==> config.mk <==
export PLATFORM = sky130hd
export DESIGN_NAME = battery_level_monitor_unit
export DESIGN_NICKNAME = d
export VERILOG_FILES = /design/src/rtl/core/blm_pkg.sv /design/src/rtl/core/blm_ram.sv /design/src/rtl/core/blm_ctrl.sv /design/src/rtl/core/blm_datapath.sv /design/src/rtl/core/battery_level_monitor_unit.sv
export SDC_FILE = /design/constraint.sdc
export NUM_CORES = 2
export LEC_CHECK = 0
export BUFFER_PORTS_ARGS = -buffer_cell sky130_fd_sc_hd__buf_2
export CELL_PAD_IN_SITES_DETAIL_PLACEMENT = 1
export CELL_PAD_IN_SITES_GLOBAL_PLACEMENT = 1
export CORE_ASPECT_RATIO = 1.25
export CORE_MARGIN = 5
export CORE_UTILIZATION = 55
export CTS_BUF_LIST = sky130_fd_sc_hd__clkbuf_4
export DETAILED_ROUTE_END_ITERATION = 10
export PLACE_DENSITY = 0.86
export SETUP_SLACK_MARGIN = 0.5
export SLEW_MARGIN = 20
export SYNTH_ARGS = -nofsm -noshare
export SYNTH_HDL_FRONTEND = slang
export SYNTH_HIERARCHICAL = 1
export SYNTH_SLANG_ARGS = --single-unit
==> constraint.sdc <==
create_clock -name clk -period 5.9 [get_ports clk]
set_clock_uncertainty 0.2 [all_clocks]
set_input_delay 0.885 -clock clk [delete_from_list [all_inputs] [get_ports clk]]
set_output_delay 0.885 -clock clk [all_outputs]
set_load 0.05 [all_outputs]
==> src/rtl/core/blm_pkg.sv <==
// shared types, constants and codes of the battery level monitor
package blm_pkg;

  localparam int WINDOW_DEPTH = 64;
  localparam int SAMPLE_WIDTH = 16;
  localparam int RING_AW      = (WINDOW_DEPTH > 1) ? $clog2(WINDOW_DEPTH) : 1;
  localparam int COUNT_W      = $clog2(WINDOW_DEPTH + 1);
  localparam int SUM_W        = SAMPLE_WIDTH + $clog2(WINDOW_DEPTH + 1);
  localparam int WIN_W        = 7;
  localparam int WIN_CMP_W    = (WIN_W > COUNT_W) ? WIN_W : COUNT_W;
  localparam int MV_W         = 16;
  localparam int LVL_W        = MV_W + 3;
  localparam int CFG_IDX_W    = 3;
  localparam int STEP_W       = $clog2(SUM_W);

  localparam logic [MV_W-1:0] MIN_VALID_MV = MV_W'(500);
  localparam logic [MV_W-1:0] SECONDS_MAX  = '1;

  localparam logic [MV_W-1:0]  RST_FULL_MV  = MV_W'(25200);
  localparam logic [MV_W-1:0]  RST_EMPTY_MV = MV_W'(21000);
  localparam logic [MV_W-1:0]  RST_CRIT_MV  = MV_W'(19800);
  localparam logic [MV_W-1:0]  RST_HYST_MV  = MV_W'(300);
  localparam logic [MV_W-1:0]  RST_OC_LIMIT = MV_W'(6000);
  localparam logic [WIN_W-1:0] RST_WINDOW   = WIN_W'(10);
  localparam logic [MV_W-1:0]  RST_DEBOUNCE = MV_W'(30);

  typedef enum logic [1:0] {
    OP_SAMPLE = 2'd0,
    OP_TICK   = 2'd1,
    OP_CLEAR  = 2'd2
  } op_t;

  typedef enum logic [CFG_IDX_W-1:0] {
    REG_FULL_MV    = 3'd0,
    REG_EMPTY_MV   = 3'd1,
    REG_CRIT_MV    = 3'd2,
    REG_HYST_MV    = 3'd3,
    REG_OC_LIMIT   = 3'd4,
    REG_AVG_WINDOW = 3'd5,
    REG_DEBOUNCE   = 3'd6
  } cfg_reg_t;

  typedef enum logic [2:0] {
    ST_IDLE,
    ST_READ,
    ST_DIV_LOAD,
    ST_DIV,
    ST_CHECK,
    ST_FINISH
  } state_t;

  typedef struct packed {
    logic [1:0]      operation;
    logic [MV_W-1:0] voltage_mv;
    logic [MV_W-1:0] current_sample;
    logic            autopilot_engaged;
  } in_t;

  typedef struct packed {
    logic            sample_taken;
    logic [MV_W-1:0] average_mv;
    logic [3:0]      level_events;
    logic            critical_event;
    logic            overcurrent_event;
    logic [MV_W-1:0] reported_current;
  } out_t;

  typedef struct packed {
    logic accept;
    logic update;
    logic div_load;
    logic div_step;
    logic check;
    logic load_out;
  } blm_cmd_t;

  typedef struct packed {
    logic sample_ok;
    logic out_free;
  } blm_status_t;

endpackage

==> src/rtl/core/blm_ram.sv <==
// generic simple dual-port ram with registered read
module blm_ram #(
  parameter int WIDTH = 16,
  parameter int DEPTH = 64
) (
  input  logic                                    clk,
  input  logic                                    wr_en,
  input  logic [((DEPTH > 1) ? $clog2(DEPTH) : 1)-1:0] wr_addr,
  input  logic [WIDTH-1:0]                        wr_data,
  input  logic                                    rd_en,
  input  logic [((DEPTH > 1) ? $clog2(DEPTH) : 1)-1:0] rd_addr,
  output logic [WIDTH-1:0]                        rd_data
);

  logic [WIDTH-1:0] mem_r [DEPTH];
  logic [WIDTH-1:0] rd_data_r;

  always_ff @(posedge clk) begin
    if (wr_en) begin
      mem_r[wr_addr] <= wr_data;
    end
    if (rd_en) begin
      rd_data_r <= mem_r[rd_addr];
    end
  end

  assign rd_data = rd_data_r;

endmodule

==> src/rtl/core/blm_ctrl.sv <==
// sequencing state machine of the battery level monitor
module blm_ctrl (
  input  logic                 clk,
  input  logic                 rst_n,
  input  logic                 in_valid,
  output logic                 in_stall,
  input  blm_pkg::blm_status_t status,
  output blm_pkg::blm_cmd_t    cmd
);
  import blm_pkg::*;

  state_t            state_r, state_nxt;
  logic [STEP_W-1:0] step_r, step_nxt;

  always_ff @(posedge clk) begin
    if (!rst_n) begin
      state_r <= ST_IDLE;
      step_r  <= '0;
    end else begin
      state_r <= state_nxt;
      step_r  <= step_nxt;
    end
  end

  always_comb begin
    state_nxt = state_r;
    step_nxt  = step_r;
    cmd       = '0;
    in_stall  = 1'b1;
    case (state_r)
      ST_IDLE: begin
        in_stall = 1'b0;
        if (in_valid) begin
          cmd.accept = 1'b1;
          state_nxt  = status.sample_ok ? ST_READ : ST_FINISH;
        end
      end
      ST_READ: begin
        // old slot value is on the ram output now
        cmd.update = 1'b1;
        state_nxt  = ST_DIV_LOAD;
      end
      ST_DIV_LOAD: begin
        cmd.div_load = 1'b1;
        step_nxt     = '0;
        state_nxt    = ST_DIV;
      end
      ST_DIV: begin
        cmd.div_step = 1'b1;
        step_nxt     = step_r + STEP_W'(1);
        if (step_r == STEP_W'(SUM_W - 1)) begin
          state_nxt = ST_CHECK;
        end
      end
      ST_CHECK: begin
        cmd.check = 1'b1;
        state_nxt = ST_FINISH;
      end
      ST_FINISH: begin
        if (status.out_free) begin
          cmd.load_out = 1'b1;
          state_nxt    = ST_IDLE;
        end
      end
      default: begin
        state_nxt = ST_IDLE;
      end
    endcase
  end

endmodule

==> src/rtl/core/blm_datapath.sv <==
// registers, ring, divider and level checks of the battery level monitor
module blm_datapath (
  input  logic                          clk,
  input  logic                          rst_n,
  input  blm_pkg::in_t                  in_data,
  output logic                          out_valid,
  input  logic                          out_stall,
  output blm_pkg::out_t                 out_data,
  input  logic                          cfg_valid,
  output logic                          cfg_ready,
  input  logic [blm_pkg::CFG_IDX_W-1:0] cfg_index,
  input  logic [blm_pkg::MV_W-1:0]      cfg_data,
  input  blm_pkg::blm_cmd_t             cmd,
  output blm_pkg::blm_status_t          status
);
  import blm_pkg::*;

  // configuration
  logic [MV_W-1:0]  full_r, full_nxt, empty_r, empty_nxt, crit_mv_r, crit_mv_nxt;
  logic [MV_W-1:0]  hyst_r, hyst_nxt, oc_lim_r, oc_lim_nxt, debounce_r, debounce_nxt;
  logic [WIN_W-1:0] window_r, window_nxt;

  // item held while it is worked on
  logic [MV_W-1:0]    volt_r, volt_nxt, cur_r, cur_nxt;
  logic               ap_r, ap_nxt;
  logic [RING_AW-1:0] slot_r, slot_nxt;

  // monitor state
  logic [SUM_W-1:0]   sum_r, sum_nxt;
  logic [COUNT_W-1:0] count_r, count_nxt;
  logic [RING_AW-1:0] wslot_r, wslot_nxt;
  logic [3:0]         lev_r, lev_nxt;
  logic               crit_r, crit_nxt;
  logic [MV_W-1:0]    secs_r, secs_nxt;
  logic [MV_W-1:0]    avg_r, avg_nxt;

  // divider
  logic [SUM_W-1:0]   quo_r, quo_nxt;
  logic [COUNT_W:0]   rem_r, rem_nxt;

  out_t res_r, res_nxt;
  out_t out_data_r;
  logic out_valid_r, out_valid_nxt;

  logic [WIN_CMP_W-1:0]    win_ext;
  logic [COUNT_W-1:0]      win_eff;
  logic [RING_AW-1:0]      slot_sel;
  logic [COUNT_W-1:0]      slot_inc;
  logic                    ram_rd_en;
  logic [SAMPLE_WIDTH-1:0] ram_rd_data;
  logic [COUNT_W:0]        rem_sh;
  logic [MV_W-1:0]         avg_new;
  logic [LVL_W-1:0]        a4, h4, f_ext, e_ext;
  logic [LVL_W-1:0]        lvl [4];
  logic [MV_W:0]           crit_rel;
  logic                    oc_hit;
  logic                    cfg_we;
  logic [3:0]              lev_ev;

  assign cfg_ready = 1'b1;
  assign cfg_we    = cfg_valid;

  // window of zero acts as one, above the ring depth acts as the depth
  assign win_ext = WIN_CMP_W'(window_r);
  always_comb begin
    if (window_r == '0) begin
      win_eff = COUNT_W'(1);
    end else if (win_ext > WIN_CMP_W'(WINDOW_DEPTH)) begin
      win_eff = COUNT_W'(WINDOW_DEPTH);
    end else begin
      win_eff = COUNT_W'(win_ext);
    end
  end

  assign slot_sel = (COUNT_W'(wslot_r) >= win_eff) ? '0 : wslot_r;
  assign slot_inc = COUNT_W'(slot_r) + COUNT_W'(1);

  assign status.sample_ok = (in_data.operation == OP_SAMPLE)
                            && (in_data.voltage_mv >= MIN_VALID_MV);
  assign status.out_free  = !out_valid_r || !out_stall;
  assign ram_rd_en        = cmd.accept && status.sample_ok;

  blm_ram #(
    .WIDTH (SAMPLE_WIDTH),
    .DEPTH (WINDOW_DEPTH)
  ) u_ring (
    .clk     (clk),
    .wr_en   (cmd.update),
    .wr_addr (slot_r),
    .wr_data (SAMPLE_WIDTH'(volt_r)),
    .rd_en   (ram_rd_en),
    .rd_addr (slot_sel),
    .rd_data (ram_rd_data)
  );

  // restoring division, one quotient bit a step
  assign rem_sh  = {rem_r[COUNT_W-1:0], quo_r[SUM_W-1]};
  assign avg_new = quo_r[MV_W-1:0];

  // levels in quarter millivolts
  assign a4       = {1'b0, avg_new, 2'b00};
  assign h4       = {1'b0, hyst_r, 2'b00};
  assign f_ext    = LVL_W'(full_r);
  assign e_ext    = LVL_W'(empty_r);
  assign lvl[0]   = (f_ext << 1) + f_ext + e_ext;
  assign lvl[1]   = (f_ext << 1) + (e_ext << 1);
  assign lvl[2]   = f_ext + (e_ext << 1) + e_ext;
  assign lvl[3]   = e_ext << 2;
  assign crit_rel = {1'b0, crit_mv_r} + {1'b0, hyst_r};
  assign oc_hit   = (cur_r > oc_lim_r) && ap_r && (secs_r >= debounce_r);

  always_comb begin
    full_nxt      = full_r;
    empty_nxt     = empty_r;
    crit_mv_nxt   = crit_mv_r;
    hyst_nxt      = hyst_r;
    oc_lim_nxt    = oc_lim_r;
    window_nxt    = window_r;
    debounce_nxt  = debounce_r;
    volt_nxt      = volt_r;
    cur_nxt       = cur_r;
    ap_nxt        = ap_r;
    slot_nxt      = slot_r;
    sum_nxt       = sum_r;
    count_nxt     = count_r;
    wslot_nxt     = wslot_r;
    lev_nxt       = lev_r;
    crit_nxt      = crit_r;
    secs_nxt      = secs_r;
    avg_nxt       = avg_r;
    quo_nxt       = quo_r;
    rem_nxt       = rem_r;
    res_nxt       = res_r;
    lev_ev        = '0;
    out_valid_nxt = out_valid_r && out_stall;

    if (cmd.accept) begin
      volt_nxt = in_data.voltage_mv;
      cur_nxt  = in_data.current_sample;
      ap_nxt   = in_data.autopilot_engaged;
      slot_nxt = slot_sel;
      res_nxt  = '0;
      res_nxt.average_mv = avg_r;
      case (in_data.operation)
        OP_TICK: begin
          if (secs_r != SECONDS_MAX) begin
            secs_nxt = secs_r + MV_W'(1);
          end
        end
        OP_CLEAR: begin
          sum_nxt   = '0;
          count_nxt = '0;
          wslot_nxt = '0;
          lev_nxt   = '0;
          crit_nxt  = 1'b0;
          avg_nxt   = '0;
          res_nxt.average_mv = '0;
        end
        default: begin
        end
      endcase
    end

    if (cmd.update) begin
      if (count_r >= win_eff) begin
        sum_nxt   = sum_r - SUM_W'(ram_rd_data) + SUM_W'(volt_r);
        count_nxt = win_eff;
      end else begin
        sum_nxt   = sum_r + SUM_W'(volt_r);
        count_nxt = count_r + COUNT_W'(1);
      end
      wslot_nxt = (slot_inc >= win_eff) ? '0 : RING_AW'(slot_inc);
    end

    if (cmd.div_load) begin
      quo_nxt = sum_r;
      rem_nxt = '0;
    end

    if (cmd.div_step) begin
      if (rem_sh >= {1'b0, count_r}) begin
        rem_nxt = rem_sh - {1'b0, count_r};
        quo_nxt = {quo_r[SUM_W-2:0], 1'b1};
      end else begin
        rem_nxt = rem_sh;
        quo_nxt = {quo_r[SUM_W-2:0], 1'b0};
      end
    end

    if (cmd.check) begin
      avg_nxt = avg_new;
      if (full_r > empty_r) begin
        for (int i = 0; i < 4; i++) begin
          if (!lev_r[i] && (a4 < lvl[i])) begin
            lev_nxt[i] = 1'b1;
            lev_ev[i]  = 1'b1;
          end else if (lev_r[i] && ({1'b0, a4} > ({1'b0, lvl[i]} + {1'b0, h4}))) begin
            lev_nxt[i] = 1'b0;
          end
        end
      end
      res_nxt.sample_taken = 1'b1;
      res_nxt.average_mv   = avg_new;
      res_nxt.level_events = lev_ev;
      res_nxt.critical_event    = 1'b0;
      res_nxt.overcurrent_event = 1'b0;
      res_nxt.reported_current  = '0;
      if (!crit_r && (avg_new <= crit_mv_r)) begin
        crit_nxt = 1'b1;
        res_nxt.critical_event = 1'b1;
      end else if (crit_r && ({1'b0, avg_new} > crit_rel)) begin
        crit_nxt = 1'b0;
      end
      if (oc_hit) begin
        secs_nxt = '0;
        res_nxt.overcurrent_event = 1'b1;
        res_nxt.reported_current  = cur_r;
      end
    end

    if (cmd.load_out) begin
      out_valid_nxt = 1'b1;
    end

    // register writes must arrive only while idle; the block itself does not enforce this
    if (cfg_we) begin
      case (cfg_index)
        REG_FULL_MV: begin
          full_nxt = cfg_data;
          lev_nxt  = '0;
        end
        REG_EMPTY_MV: begin
          empty_nxt = cfg_data;
          lev_nxt   = '0;
        end
        REG_CRIT_MV:  crit_mv_nxt  = cfg_data;
        REG_HYST_MV:  hyst_nxt     = cfg_data;
        REG_OC_LIMIT: oc_lim_nxt   = cfg_data;
        REG_AVG_WINDOW: begin
          window_nxt = cfg_data[WIN_W-1:0];
          sum_nxt    = '0;
          count_nxt  = '0;
          wslot_nxt  = '0;
          avg_nxt    = '0;
        end
        REG_DEBOUNCE: debounce_nxt = cfg_data;
        default: begin
        end
      endcase
    end
  end

  always_ff @(posedge clk) begin
    if (!rst_n) begin
      full_r      <= RST_FULL_MV;
      empty_r     <= RST_EMPTY_MV;
      crit_mv_r   <= RST_CRIT_MV;
      hyst_r      <= RST_HYST_MV;
      oc_lim_r    <= RST_OC_LIMIT;
      window_r    <= RST_WINDOW;
      debounce_r  <= RST_DEBOUNCE;
      sum_r       <= '0;
      count_r     <= '0;
      wslot_r     <= '0;
      lev_r       <= '0;
      crit_r      <= 1'b0;
      secs_r      <= SECONDS_MAX;
      avg_r       <= '0;
      out_valid_r <= 1'b0;
    end else begin
      full_r      <= full_nxt;
      empty_r     <= empty_nxt;
      crit_mv_r   <= crit_mv_nxt;
      hyst_r      <= hyst_nxt;
      oc_lim_r    <= oc_lim_nxt;
      window_r    <= window_nxt;
      debounce_r  <= debounce_nxt;
      sum_r       <= sum_nxt;
      count_r     <= count_nxt;
      wslot_r     <= wslot_nxt;
      lev_r       <= lev_nxt;
      crit_r      <= crit_nxt;
      secs_r      <= secs_nxt;
      avg_r       <= avg_nxt;
      out_valid_r <= out_valid_nxt;
    end
  end

  always_ff @(posedge clk) begin
    volt_r <= volt_nxt;
    cur_r  <= cur_nxt;
    ap_r   <= ap_nxt;
    slot_r <= slot_nxt;
    quo_r  <= quo_nxt;
    rem_r  <= rem_nxt;
    res_r  <= res_nxt;
    if (cmd.load_out) begin
      out_data_r <= res_r;
    end
  end

  assign out_valid = out_valid_r;
  assign out_data  = out_data_r;

endmodule

==> src/rtl/core/battery_level_monitor_unit.sv <==
// top level of the battery level monitor
// Takes one item at a time. A tick, a clear or a sample under 500 mV goes from
// accept straight to the output load; a valid sample passes through accept,
// ring read and update, divider load, the shift-subtract divider that forms
// the moving average one quotient bit per cycle (23 steps for a 64-entry
// window), level check and output load. A result that is stalled at the
// output holds the block in its last step until it is taken. A finished result
// sits in the output register while the next item is taken in. Register writes
// are taken at any time but are meant to happen only while the block is idle;
// changing the window empties the average.
module battery_level_monitor_unit (
  input  logic                          clk,
  input  logic                          rst_n,
  input  logic                          in_valid,
  output logic                          in_stall,
  input  blm_pkg::in_t                  in_data,
  output logic                          out_valid,
  input  logic                          out_stall,
  output blm_pkg::out_t                 out_data,
  input  logic                          cfg_valid,
  output logic                          cfg_ready,
  input  logic [blm_pkg::CFG_IDX_W-1:0] cfg_index,
  input  logic [blm_pkg::MV_W-1:0]      cfg_data
);
  import blm_pkg::*;

  blm_cmd_t    cmd;
  blm_status_t status;

  blm_ctrl u_ctrl (
    .clk      (clk),
    .rst_n    (rst_n),
    .in_valid (in_valid),
    .in_stall (in_stall),
    .status   (status),
    .cmd      (cmd)
  );

  blm_datapath u_dp (
    .clk       (clk),
    .rst_n     (rst_n),
    .in_data   (in_data),
    .out_valid (out_valid),
    .out_stall (out_stall),
    .out_data  (out_data),
    .cfg_valid (cfg_valid),
    .cfg_ready (cfg_ready),
    .cfg_index (cfg_index),
    .cfg_data  (cfg_data),
    .cmd       (cmd),
    .status    (status)
  );

endmodule

Word level (Yosys, flattened, before mapping)
Memories as Yosys holds them, arrays and structs flattened. A register that Yosys moved wholly into a read port is not among the register bits.
Index checks and enable logic that the tools add are counted.
{"block": "op_classes", "addsub": 18, "magnitude_cmp": 19, "eq_ne": 18, "mux": 83, "reduce_logical": 39}
{"operator": "23-bit two-way mux", "n": 8}
{"operator": "16-bit two-way mux", "n": 10}
{"operator": "7-bit two-way mux", "n": 11}
{"operator": "38-bit two-way mux", "n": 2}
{"operator": "19-bit by 18-bit adder with 20-bit output", "n": 3}
{"operator": "18-bit by 20-bit greater-than comparator with 1-bit output", "n": 3}
{"operator": "23-bit by 16-bit adder with 23-bit output", "n": 2}
{"operator": "6-bit two-way mux", "n": 7}
{"operator": "19-bit by 16-bit adder with 19-bit output", "n": 2}
{"operator": "18-bit by 19-bit < comparator with 1-bit output", "n": 2}
{"operator": "18-bit < comparator", "n": 2}
{"operator": "16-bit greater-than comparator", "n": 2}
{"operator": "1-bit two-way mux", "n": 31}
{"operator": "4-bit two-way mux", "n": 7}
{"operator": "23-bit by 16-bit subtractor with 23-bit output", "n": 1}
{"operator": "18-bit by 18-bit adder with 19-bit output", "n": 1}
{"operator": "18-bit by 19-bit greater-than comparator with 1-bit output", "n": 1}
{"operator": "16-bit by 17-bit adder with 18-bit output", "n": 1}
{"operator": "17-bit by 16-bit adder with 18-bit output", "n": 1}
{"operator": "17-bit by 17-bit adder with 18-bit output", "n": 1}
{"operator": "3-bit one-hot mux with 6 select lines", "n": 1}
{"operator": "16-bit by 16-bit adder with 17-bit output", "n": 1}
{"operator": "16-bit by 17-bit greater-than comparator with 1-bit output", "n": 1}
{"operator": "17-bit two-way mux", "n": 1}
{"operator": "33 further kinds", "n": 75}
{"block": "totals", "register_bits": 332, "ram_bits": 1024, "output_inout_bits": 42, "wordCells": 213, "memories": 1}
{"name": "u_dp.u_ring.mem_r", "words": 64, "width": 16, "read_ports": 1, "rd_ports_with_merged_regs": 1, "write_ports": 1, "line_no": "blm_ram.sv:15", "source": "logic [WIDTH-1:0] mem_r [DEPTH];"}

Logic depth before layout (Yosys ltp)
{"block": "depth", "depth_word": 11, "depth_mapped": 30, "mapped_depth_nobuf": 30}

Cells and area by module
The synthesis kept the hierarchy.
{"module": "blm_ram", "instances": 1, "cells_each": 1829, "area_per_inst_um2": 40202.3, "seq_area_each_um2": 31230.0}
{"module": "blm_datapath", "instances": 1, "cells_each": 2904, "area_per_inst_um2": 26183.9, "seq_area_each_um2": 7947.6}
{"module": "blm_ctrl", "instances": 1, "cells_each": 57, "area_per_inst_um2": 479.2, "seq_area_each_um2": 160.2}

Least setup slack after synthesis
OpenSTA, ideal clock, no wires.
{"block": "synth_path", "path_type": "register -> register", "from": "reg u_dp.empty_r[1]", "to": "reg u_dp.lev_r[2]", "t_arrival_ps": 4929, "slack_ps": 651, "stages_incl_launch_ff": 28, "n_path_buf": 0, "cell_sequence": "dfxtp_1 inv_1 fa_1 inv_1 ha_1 inv_1 fa_1 nor2b_1 o21ai_1 a21boi_1 o21ai_1 a211oi_2 nor3_1 xnor2_1 ha_1 a21o_1 or3_1 o211ai_1 a31o_2 nor3_1 a211oi_1 ha_1 nand4_1 nor2_1 a31oi_1 nand3_1 nor3_1 o2bb2ai_1"}
{"block": "synth_via", "elab_chain_cells": 11, "elab_cells_between_ends": 14, "cone_classes": "add/sub: 3; order compare: 3; mux: 6; reduce/logical: 2"}
{"item": "start, declared", "line_no": "blm_datapath.sv:19", "source": "logic [MV_W-1:0] full_r, full_nxt, empty_r, empty_nxt, crit_mv_r, crit_mv_nxt;"}
{"item": "start signal, assigned", "line_no": "blm_datapath.sv:272", "source": "empty_r <= empty_nxt;"}
{"item": "16-bit by 17-bit adder with 18-bit output", "line_no": "blm_datapath.sv:107", "source": "assign lvl[2] = f_ext + (e_ext << 1) + e_ext;"}
{"item": "19-bit by 16-bit adder with 19-bit output", "line_no": "blm_datapath.sv:107"}
{"item": "19-bit by 18-bit adder with 20-bit output", "line_no": "blm_datapath.sv:197", "source": "end else if (lev_r[i] && ({1'b0, a4} > ({1'b0, lvl[i]} + {1'b0, h4}))) begin"}
{"item": "18-bit by 20-bit greater-than comparator with 1-bit output", "line_no": "blm_datapath.sv:197"}
{"item": "1-bit logical AND", "line_no": "blm_datapath.sv:197"}
{"item": "1-bit two-way mux", "line_no": "blm_datapath.sv:197"}
{"item": "1-bit two-way mux", "line_no": "blm_datapath.sv:194", "source": "if (!lev_r[i] && (a4 < lvl[i])) begin"}
{"item": "4-bit two-way mux (*)", "line_no": "blm_datapath.sv:192", "source": "if (full_r > empty_r) begin"}
{"item": "4-bit two-way mux (*)", "line_no": "blm_datapath.sv:190", "source": "if (cmd.check) begin"}
{"item": "4-bit two-way mux", "line_no": "blm_datapath.sv:227", "source": "case (cfg_index)"}
{"item": "4-bit two-way mux (*)", "line_no": "blm_datapath.sv:226", "source": "if (cfg_we) begin"}
{"item": "end signal, assigned", "line_no": "blm_datapath.sv:281", "source": "lev_r <= lev_nxt;"}
{"item": "end, declared", "line_no": "blm_datapath.sv:32", "source": "logic [3:0] lev_r, lev_nxt;"}
Every way passes the cells marked *; elsewhere a longest branch is shown, timed or not.
A chain may end at the register's enable or synchronous reset.

Worst setup path in the final report
{"block": "layout_path", "from": "reg u_dp.window_r[3] (netlist: u_dp/win_ext[3])", "to": "reg u_dp.u_ring.rd_data_r[7] (netlist: u_dp/u_ring/rd_data[7]), read port of u_dp.u_ring.mem_r (data pin)"}
{"block": "layout_via", "elab_chain_cells": 5, "elab_cells_between_ends": 6, "cone_classes": "order compare: 2; mux: 3; reduce/logical: 1"}
{"item": "start, declared", "line_no": "blm_datapath.sv:21", "source": "logic [WIN_W-1:0] window_r, window_nxt;"}
{"item": "start signal, assigned", "line_no": "blm_datapath.sv:276", "source": "window_r <= window_nxt;"}
{"item": "7-bit greater-than comparator", "line_no": "blm_datapath.sv:68", "source": "end else if (win_ext > WIN_CMP_W'(WINDOW_DEPTH)) begin"}
{"item": "7-bit two-way mux", "line_no": "blm_datapath.sv:68"}
{"item": "7-bit two-way mux (*)", "line_no": "blm_datapath.sv:66", "source": "if (window_r == '0) begin"}
{"item": "6-bit by 7-bit greater-or-equal comparator with 1-bit output (*)", "line_no": "blm_datapath.sv:75", "source": "assign slot_sel = (COUNT_W'(wslot_r) >= win_eff) ? '0 : wslot_r;"}
{"item": "6-bit two-way mux (*)", "line_no": "blm_datapath.sv:75"}
{"item": "net u_dp.slot_sel[0]", "line_no": "blm_datapath.sv:47", "source": "logic [RING_AW-1:0] slot_sel;"}
{"item": "end, declared", "line_no": "blm_ram.sv:16", "source": "logic [WIDTH-1:0] rd_data_r;"}
Mark *: on every way through the listed nets, which the timed path passes. The rest lies on a longest branch.

==> metrics.md <==
| Metric | Value |
|---|---|
| Min Tclk post-route | `6266 ps` |
| Register-to-Register Path Depth | `22` |
| Vias | `51450` |
| RSZ-0062 raised after global routing | `true` |
| Synth Flop Type | `edfxtp_1` |
| Slew of the pin with the lowest slew margin | `1264 ps` |
| Arr. time, crit path | `7080 ps` |
| Mapped cell area | `66870 µm²` |
| Yosys reg bits | `1372` |
| Reg-to-reg slack, setup | `-370 ps` |
| Row count | `143` |
| Outcome | `finished, violations left` |
| Number of synthesized flops with an enable pin | `1186` |
| Number of max-cap violations | `0` |
| Final setup margin | `-365.6 ps` |
| Initial Util | `0.5520` |
| Pleak | `27.81 nW` |
| Fraction of layout cells with a size suffix above 1 | `0.2330` |
| GRT overflow | `0` |
| Slew headroom | `0.1545` |
| Largest net degree at the start of global routing | `72` |
| Failing checks | `negative setup slack` |
| Most frequent cells in the layout | `edfxtp_1, clkbuf_4, ha_1` |
| Min-Delay Path Class | `in2reg` |
| Hold Crit Endpoint | `u_dp/cur_r[14]$_DFFE_PP_` |
| Initial antenna violation count | `28` |
| Vias in the first global route | `51840` |
| Worst Setup SP | `u_dp/win_ext[3]$_SDFFE_PN1P_` |
| Critical Path RT | `6710 ps` |
| NetSw | `0.008116 W` |
| Clock Tree Buf Depth | `4` |
| DR iter-0 viols | `7870` |
| Gate count of the mapped netlist | `4790` |
| Most common cell after layout, fill and taps aside | `edfxtp_1` |
| Die Span Y | `399.8 µm` |
| Final setup fails | `2` |
| GRT Total Usage | `0.3921` |
| CTS tree | `done` |
| Post-synth cell types | `110` |
| Min-delay src | `in_data[15]` |
| Worst Hold Depth | `2` |
| Final nets | `5878` |
| First-pass GRT wire length | `365700 µm` |
| Vias/cell | `7.139` |
| Worst slack at placement | `33.28 ps` |
| I/O pin total | `101` |
| Post-synth ARST share | `0` |
| Seq pwr share | `0.459` |
| Final wirelength | `273600 µm` |
| Tcrit/Tclk final | `1.062` |
| Gate power share | `0.173` |
| PwrDens | `323.4 nW/µm²` |
| Synthesized area per cell | `13.96 µm²` |
| Clk sink count | `1372` |
| Fmax | `159.6 MHz` |
| Critical Path End Type | `register` |
| Clock transition at path regs | `110 ps` |
| Htree depth | `5` |
| Crit start category | `register` |
| Final Hold Fails | `0` |
| Switching share of total power | `0.3300` |
| Routability cong. | `0.8796` |
| Peak VDD IR | `0.3788 mV` |
| Root buf cell | `clkbuf_4` |
| Core box area | `121100 µm²` |
| DR WL/cell | `37.97 µm` |
| Syn. warnings | `6` |
| Reg-to-Reg Start | `u_dp/win_ext[3]$_SDFFE_PN1P_` |
| Clk_lat worst skew | `1430 ps` |
| PortBufs | `99` |
| Hpwl dp | `137000 µm` |
| DRT Pass-1 Iters | `8` |
| Clock power frac | `0.368` |
| CP max FO | `13` |
| Setup TNS | `-712.9 ps` |
| Worst r2r dst | `u_dp/u_ring/rd_data[7]$_DFFE_PP_` |
| ANT nets after route | `0` |
| Syn_nets | `5318` |
| Slew Limit Fails | `0` |
| Sequential area share after synthesis | `0.5883` |
| Int Power | `0.01648 W` |
| DRC errors left | `0` |
| TritonCTS Buffers | `346` |
| Worst Setup Path Type | `reg2reg` |
| Die area | `128700 µm²` |
| Syn-to-layout area delta | `13.73%` |
| DIE WIDTH | `321.9 µm` |
## metrics by stage
stage | cells | power [W] | utilization | instance area, µm² | hold slack, ps
2_1_floorplan | 4790 | 0.01375 | - | 66870 | 200.3
3_3_place_gp | 6474 | 0.01477 | 0.5769 | 69880 | 200.6
3_5_place_dp | 6474 | 0.01500 | 0.5769 | 69880 | 205.6
4_1_cts | 7145 | 0.02343 | 0.6204 | 75150 | 1.027
5_1_grt | 7189 | 0.02521 | 0.6274 | 76000 | -23.62
6_report | 7207 | 0.02459 | 0.6278 | 76040 | 65.31
## how the worst max path moves through the flow
stage | to | slack [ps] | cells past startpoint
2_1_floorplan | u_dp/lev_r[2]$_SDFF_PN0_ | 650 | 27
3_3_place_gp | u_dp/lev_r[0]$_SDFF_PN0_ | 210 | 27
3_5_place_dp | u_dp/lev_r[0]$_SDFF_PN0_ | 30 | 26
4_1_cts | u_dp/lev_r[2]$_SDFF_PN0_ | 400 | 28
5_1_grt | u_dp/u_ring/rd_data[7]$_DFFE_PP_ | -320 | 22
6_report | u_dp/u_ring/rd_data[7]$_DFFE_PP_ | -370 | 22
## cells in the mapped netlist (43+ instances only)
cell type  instances  area share
inv_1            274       0.015
mux2i_1           94       0.014
and2_1            43      0.0040
nand2_1          389       0.022
a21oi_1          194       0.015
fa_1              56       0.017
a21o_1            94       0.011
buf_2             44      0.0033
nor2b_1           78      0.0073
o21ai_1           45      0.0034
dfxtp_1          186       0.056
nor3_1            45      0.0034
mux4_2           220       0.074
xor2_1            60      0.0079
o21ai_0          113      0.0085
ha_1             413       0.077
nand3_1          100      0.0075
nand4_1           51      0.0048
a22oi_1           77      0.0086
nor2_1           202       0.011
clkbuf_1          82      0.0046
a21boi_0          68      0.0076
xnor2_1           90       0.012
edfxtp_1        1186        0.53
## worst max-delay path, stage by stage (launching register included)
cell and delay, ps:
dfxtp_2 370, nor3_2 240, a21oi_1 120, nor2_2 200, ha_1 290, nand2b_1 190
a21o_1 230, a21oi_2 230, nor2b_1 120, o21ai_1 180, nand2b_1 120, a21oi_2 220
nor2_4 120, nor2_4 160, buf_12 150, buf_16 170, buf_4 150, clkbuf_16 180
buf_4 150, mux4_2 540, mux2_2 330, a21oi_1 990, nor4_2 230
## layout make-up
class                           instances  area (µm²)
Antenna cell                           23       57.56
Clock buffer                          498        3739
Clock inverter                         89       464.2
Fill cell                           11500       45090
Inverter                              275        1032
Multi-Input combinational cell       2966       26170
Sequential cell                      1372       39350
Tap cell                             1595        1996
Timing Repair Buffer                  389        3236
## power by group through the flow
stage                     registers (W)  clock network [W]  logic [W]
after floorplan                  0.0115                  0    0.00230
after global placement           0.0114                  0    0.00337
after detailed placement         0.0114                  0    0.00358
after CTS                        0.0112            0.00843    0.00378
after global routing             0.0113            0.00950    0.00442
final                            0.0113            0.00905    0.00425
## state kept, by name, summed over array words and instances, names as in the netlist, 7 cells and up
signal and flops:
u_dp/u_ring/mem_r 1024, u_dp/avg_r 16, u_dp/sum_r 23, u_dp/volt_r 16, u_dp/win_ext 7, u_dp/hyst_r 16
u_dp/oc_lim_r 16, u_dp/u_ring/rd_data 16, u_dp/crit_mv_r 16, u_dp/res_r 39, u_dp/count_r 7, u_dp/cur_r 16
u_dp/quo_r 23, u_dp/out_data 39, u_dp/secs_r 16, u_dp/rem_r 7, u_dp/empty_r 16, u_dp/full_r 16
u_dp/debounce_r 16
## cell families after synthesis
family                     share of synthesized area
adders and majority gates                    0.09405
xor gates and xnor gates                     0.01965
AOI/OAI and AO/OA                            0.09356
DFF                                           0.5883
and+or+nand+nor                              0.07887
other                                     0.00005608
buffers and inverters                        0.03088
muxes                                        0.09463
## repair_timing
action,4_1_cts,5_1_grt
endpoints found under the setup margin,19,19
pin swaps,36,60
endpoints found under the hold margin,152,0
resized for setup,51,94
buffers inserted,24,36
cloned,3,3
hold buffers,57,0
## per-layer routing
layer / vias up / wire, µm / track usage
li1: 19580 / - / -
met1: 24870 / 81100 / 0.4083
met2: 5055 / 126800 / 0.6476
met3: 1949 / 33170 / 0.1170
met4: 4 / 32560 / 0.3345
met5: - / 31 / 0.006130
(Power assumes the default switching activity.)
